### src/design/ccmap_pkg.sv
// ccmap_pkg: shared types, codes and constants of the controller-to-parameter mapper
// no dependencies; used by ccmap_ctrl, ccmap_dpath and midi_cc_parameter_mapper_top

package ccmap_pkg;

   // table geometry: one slot per channel and controller pair
   localparam int CHANNEL_COUNT = 16;
   localparam int VALUE_BITS    = 16;
   localparam int CC_BITS       = 7;
   localparam int CHAN_BITS     = 4;
   localparam int SLOT_BITS     = CHAN_BITS + CC_BITS;
   localparam int SLOT_COUNT    = 1 << SLOT_BITS;
   localparam int COUNT_BITS    = 12;
   localparam int ADDR_BITS     = 32;
   localparam int PVAL_BITS     = 16;
   localparam int RANGE_BITS    = 2 * PVAL_BITS;
   localparam int PAY_BITS      = ADDR_BITS + RANGE_BITS;

   // stream payload widths; the data widths are padded to whole bytes
   localparam int REQ_DATA_BITS = 88;
   localparam int REQ_USER_BITS = 3;
   localparam int RSP_DATA_BITS = 64;
   localparam int RSP_USER_BITS = 2;

   // range values keep their low VALUE_BITS bits
   localparam logic [PVAL_BITS-1:0] VALUE_MASK =
      (VALUE_BITS >= PVAL_BITS) ? {PVAL_BITS{1'b1}} : PVAL_BITS'((1 << VALUE_BITS) - 1);

   // slot flag bits
   localparam int FLAG_VALID  = 0;
   localparam int FLAG_ENABLE = 1;

   // rounding scale: floor((2*v*d + 127) / 254) equals floor((v*d + 63) / 127),
   // the division done as a multiply by a rounded-up reciprocal of 127
   localparam logic [5:0]  ROUND_BIAS  = 6'd63;
   localparam int          RECIP_SHIFT = 31;
   localparam logic [24:0] RECIP_MULT  = 25'd16909321;

   typedef enum logic [2:0] {
      OP_EVENT        = 3'd0,
      OP_ADD          = 3'd1,
      OP_REMOVE       = 3'd2,
      OP_SET_ENABLE   = 3'd3,
      OP_LEARN_START  = 3'd4,
      OP_LEARN_CANCEL = 3'd5
   } opcode_type;

   typedef enum logic [1:0] {
      KIND_NONE        = 2'd0,
      KIND_PARAM_WRITE = 2'd1,
      KIND_LEARNED     = 2'd2,
      KIND_UPDATED     = 2'd3
   } kind_type;

   typedef enum logic [2:0] {
      ST_CLEAR,
      ST_IDLE,
      ST_EXEC,
      ST_MULT,
      ST_SCALE
   } state_type;

   // controller to datapath
   typedef struct packed {
      logic clear_step;
      logic accept;
      logic exec;
      logic mult;
      logic scale;
   } ctrl_cmd_type;

   // datapath to controller
   typedef struct packed {
      logic clear_last;
      logic out_free;
      logic scale_hit;
   } dp_status_type;

endpackage

### src/design/ccmap_ctrl.sv
// ccmap_ctrl: sequencing state machine of the controller-to-parameter mapper
// depends on ccmap_pkg; drives the datapath through ctrl_cmd_type

module ccmap_ctrl
   import ccmap_pkg::*;
(
   input  logic          clock,
   input  logic          reset,
   input  logic          req_tvalid,
   output logic          req_tready,
   input  dp_status_type status,
   output ctrl_cmd_type  cmd
);

   state_type state_ff, state_in;

   // state register
   always_ff @(posedge clock) begin
      if (reset) begin
         state_ff <= ST_CLEAR;
      end else begin
         state_ff <= state_in;
      end
   end

   // next state
   always_comb begin
      state_in = state_ff;
      case (state_ff)
         ST_CLEAR: begin
            if (status.clear_last) state_in = ST_IDLE;
         end
         ST_IDLE: begin
            if (req_tvalid) state_in = ST_EXEC;
         end
         ST_EXEC: begin
            if (status.out_free) state_in = status.scale_hit ? ST_MULT : ST_IDLE;
         end
         ST_MULT: begin
            state_in = ST_SCALE;
         end
         ST_SCALE: begin
            state_in = ST_IDLE;
         end
         default: begin
            state_in = ST_CLEAR;
         end
      endcase
   end

   // commands
   always_comb begin
      cmd            = '0;
      req_tready     = 1'b0;
      case (state_ff)
         ST_CLEAR: begin
            cmd.clear_step = 1'b1;
         end
         ST_IDLE: begin
            req_tready = 1'b1;
            cmd.accept = req_tvalid;
         end
         ST_EXEC: begin
            cmd.exec = status.out_free;
         end
         ST_MULT: begin
            cmd.mult = 1'b1;
         end
         ST_SCALE: begin
            cmd.scale = 1'b1;
         end
         default: begin
            cmd = '0;
         end
      endcase
   end

endmodule

### config.mk
export PLATFORM = sky130hd
export DESIGN_NAME = ccmap_ctrl
export DESIGN_NICKNAME = d
export VERILOG_FILES = /design/src/design/ccmap_pkg.sv /design/src/design/ccmap_ctrl.sv
export SDC_FILE = /design/constraint.sdc
export NUM_CORES = 1
export LEC_CHECK = 0
export ABC_CLOCK_PERIOD_IN_PS = 1760
export CAP_MARGIN = 20
export CORE_AREA = 2 2 39 41
export CTS_CLUSTER_SIZE = 24
export DETAILED_ROUTE_END_ITERATION = 16
export DIE_AREA = 0 0 41 43
export DONT_BUFFER_PORTS = 1
export GPL_TIMING_DRIVEN = 0
export PLACE_DENSITY = 0.37
export SETUP_SLACK_MARGIN = 0.05
export SLEW_MARGIN = 20
export SYNTH_ARGS = -nofsm -noshare
export SYNTH_HDL_FRONTEND = slang
export SYNTH_SLANG_ARGS = --single-unit
### constraint.sdc
create_clock -name clock -period 1.76 [get_ports clock]
set_input_delay 0.352 -clock clock [delete_from_list [all_inputs] [get_ports clock]]
set_output_delay 0.352 -clock clock [all_outputs]
set_load 0.03 [all_outputs]
After elaboration in Yosys (flattened, before gate mapping):

Cells that the tools add are included.

* bits in registers: 3
* input port bits: 6
* output and inout bits: 6
* word-level logic and storage cells: 21

* equal/unequal tests: 7
* multiplexer cells: 11
* reduce and logical (&&, ||, !) cells: 2

Operators with widths (number)
* 3-bit one-hot mux with 5 select lines: 1
* 3-bit 2-to-1 mux: 3
* 3-bit by 2-bit equality test with 1-bit output (second input constant): 2
* 1-bit 2-to-1 mux: 6
* 2-bit inequality test (second input constant): 3
* 3-bit by 1-bit equality test with 1-bit output (second input constant): 1
* 3-bit equality test (second input constant): 1
* 3-bit logical NOT: 1
* 3-bit AND reduction: 1
* 2-bit 2-to-1 mux: 1

Longest topological paths before layout:

* word-level depth: 3
* gate-level depth with buffers: 3
* gate-level depth less buffers: 3

Least setup slack after synthesis:

OpenSTA, ideal clock, no wires.

* path kind: register to output
* from: register state_ff[0]
* to: output cmd[3] (netlist name)
* arrival: 1.242 ns
* required time: 1.408 ns
* path slack: 0.166 ns
* cell stages (with the launch flop): 3
* buffers on the path: 0
* path through: dfxtp_1 > nand2b_4 > nor3b_1

RTL lines
* start, declared: line ccmap_ctrl.sv:15 `state_type state_ff, state_in;`
* start signal, assigned: line ccmap_ctrl.sv:22 `state_ff <= state_in;`
* end, declared: line ccmap_ctrl.sv:12 `output ctrl_cmd_type cmd`

Worst setup path after layout:

* from: register state_ff[0]
* to: output req_tready

* cells in the longest elaborated chain, start to end: 2

Ends and longest elaborated chain
* 3-bit by 1-bit equality test with 1-bit output: line ccmap_ctrl.sv:55 `case (state_ff)`
* 1-bit 2-to-1 mux: line ccmap_ctrl.sv:55
* end, declared: line ccmap_ctrl.sv:10 `output logic req_tready,`

Every way passes these cells.

==> results.toml <==
[worst_setup_path]
r2r_start = "state_ff[0]$_SDFFE_PP0P_"
rr_worst_depth = 3
crit_type = "flop to output port"
cp_cell_sequence = "nand2b_4, nor2_1"
crit_fanout = 6
r2r_slack_ns = 0.65
slowest_delay_ns = 0.45
cp_data_arrival_time_ns = 1.24
cp-end-kind = "output port"
reg2reg_to = "state_ff[0]$_SDFFE_PP0P_"
slowest_stage = "dfxtp_1"
worstSetupStartpointType = "flop"
cp.required_ns = 1.41

[logic_synthesis]
synthDistinctLibCells = 15
synth_nets = 29
avgSynthCellArea_um2 = 7.67
ys_ff_latch = 3
syn-instance-count = 23
ys_seq_area_share_pct = 34.0
netlist_area_um2 = 176
ys_warn_count = 0

[final_layout]
area_delta_synth_final_pct = 36.2
antenna_cells = 0
layout-drive-gt1-share_pct = 33.3
fin_nets = 34
top_register = "state_ff"
largest_reg_flops = 3
seqCellArea_um2 = 61.3
top_regs = "state_ff (3)"
fillCellCount = 158
layout_common_cells = "nor2_1, clkbuf_4, inv_1, or3_1, dfxtp_1"
multiInputGateArea_um2 = 114

[clocking]
cts_tree = "done"
insertion_delay_ns = 0.23
cts-root-buf = "clkbuf_4"
cts_buffer_depth = 2
post_cts_buffers = 0
path_clk_slew_ns = 0.04
htreeDepth = 1
cts.sinks = 3
numCtsBuffers = 3

[drt]
wirelength_um = 469
drtPass1Iterations = 2
final_antenna_net_count = 0
viasPerCell = 4.05
wire_per_inst_um = 10.9
route.detailed.drc = 0
drt-initial-drc-count = 1
dr_total_vias = 174

[power]
powerDensity_mw_per_mm2 = 1020
p_sw_uw = 74.9
pwr-share-comb_pct = 17.6
clockPowerShare_pct = 49.7
p_sw_share_pct = 30.5
finalPower_uw = 246
pwr-share-seq_pct = 32.7
internal_power_uw = 171
vdd_drop_max_uv = 217
leakage_nw = 0.0879

[floorplanning]
die_height_um = 43
die_area_mm2 = 0.00176
io_pins = 12
row_count = 14
core-area_mm2 = 0.00138
die_x_um = 41
start_util_pct = 12.7

[timing]
setup_tns_ns = 0
slew_violations = 0
setup_viol = 0
clock_skew_ns = 0.00282
rsz0062_at_grt = "false"
fmax_mhz = 629
worst_pin_slew_ns = 0.554
finalCritPeriodShare_pct = 90.3
hold_viol_final = 0
period_needed_ns = 1.59
relSlewSlack_pct = 62.9

[hold_path]
min_from = "reset"
hp-class = "primary input to flop"
worstHoldEndpoint = "state_ff[0]$_SDFFE_PP0P_"
hold_depth = 1

[global_route]
grt-ovfl-total = 0
antenna_found_initial = 0
grt.total_usage_pct = 6.42
grt_pass1_vias = 183
grt_max_degree = 8
grt_pass1_wl_um = 731

[placement]
portBuffers = 0
dp_hpwl_um = 371
place.gp.congestion = 0.738

[run]
cap_violations = 0

[run_status]
status = "finished, final reports clean"
[power groups by stage]
| stage | registers, mW | logic, mW | clock network [mW] |
|---|---|---|---|
| after floorplan | 0.0787 | 0.0353 | 0 |
| after global placement | 0.0801 | 0.0387 | 0 |
| after detailed placement | 0.0801 | 0.0393 | 0 |
| after CTS | 0.0798 | 0.0412 | 0.128 |
| after global routing | 0.0819 | 0.0461 | 0.136 |
| final | 0.0803 | 0.0433 | 0.122 |
[what timing repair did]
item	4_1_cts	5_1_grt
hold buffers	0	0
gates resized for setup	2	3
setup endpoints to repair	2	2
[synthesized netlist by cell type]
| master | count | area (um2) |
|---|---|---|
| nand2b_4 | 1 | 13.8 |
| buf_4 | 1 | 7.51 |
| nor3_1 | 2 | 10.0 |
| dfxtp_1 | 3 | 60.1 |
| and2_1 | 1 | 6.26 |
| o21ai_0 | 1 | 5.00 |
| nand3_1 | 1 | 5.00 |
| a211o_1 | 1 | 8.76 |
| inv_1 | 3 | 11.3 |
| nand2_1 | 1 | 3.75 |
| or3_1 | 2 | 12.5 |
| a31oi_1 | 1 | 6.26 |
| a211oi_1 | 1 | 7.51 |
| nor3b_1 | 1 | 7.51 |
| nor2_1 | 3 | 11.3 |
[layer usage]
layer	track usage [%]	share of wire, %
met1	7.37	40
met4	6.00	0
met5	0	0
met3	2.62	14
met2	8.44	46
[stage by stage]
stage	hold slack [ns]	std cells	setup slack (ns)	utilization, %	instance area (um2)
after floorplan	0.421	23	0.166	-	176
after global placement	0.425	39	0.0682	14.2	196
after detailed placement	0.424	39	0.0618	14.2	196
after CTS	0.179	43	0.0822	16.8	233
after global routing	0.176	43	0.0848	17.4	240
final	0.188	43	0.170	17.4	240
[logic make-up after synthesis]
family          synth area share, %
flops                          34.0
buf+inv                        10.6
compound gates                 15.6
simple gates                   39.7
[worst max-delay path, delay by kind of cell (launching register included)]
family / cells / cell delay [ns]
and+or+nand+nor: 2 / 0.56
DFF: 1 / 0.45
[area by class of cell]
type / count / share of cell area (%)
Multi-Input combinational cell: 16 / 47.4
Sequential cell: 3 / 25.5
Clock buffer: 4 / 10.9
Tap cell: 16 / 8.33
Inverter: 3 / 4.69
Buffer: 1 / 3.13
[worst max-delay path by stage]
| stage | from | end | slack [ns] | depth (start not counted) |
|---|---|---|---|---|
| after global routing | state_ff[0]$_SDFFE_PP0P_ | req_tready | 0.08 | 2 |
| after CTS | state_ff[1]$_SDFFE_PP0P_ | cmd[2] | 0.08 | 3 |
| final | state_ff[0]$_SDFFE_PP0P_ | req_tready | 0.17 | 2 |
| after floorplan | state_ff[0]$_SDFFE_PP0P_ | cmd[3] | 0.17 | 2 |
| after detailed placement | state_ff[0]$_SDFFE_PP0P_ | cmd[3] | 0.06 | 2 |
| after global placement | state_ff[0]$_SDFFE_PP0P_ | cmd[3] | 0.07 | 2 |
(Power assumes the default switching activity.)
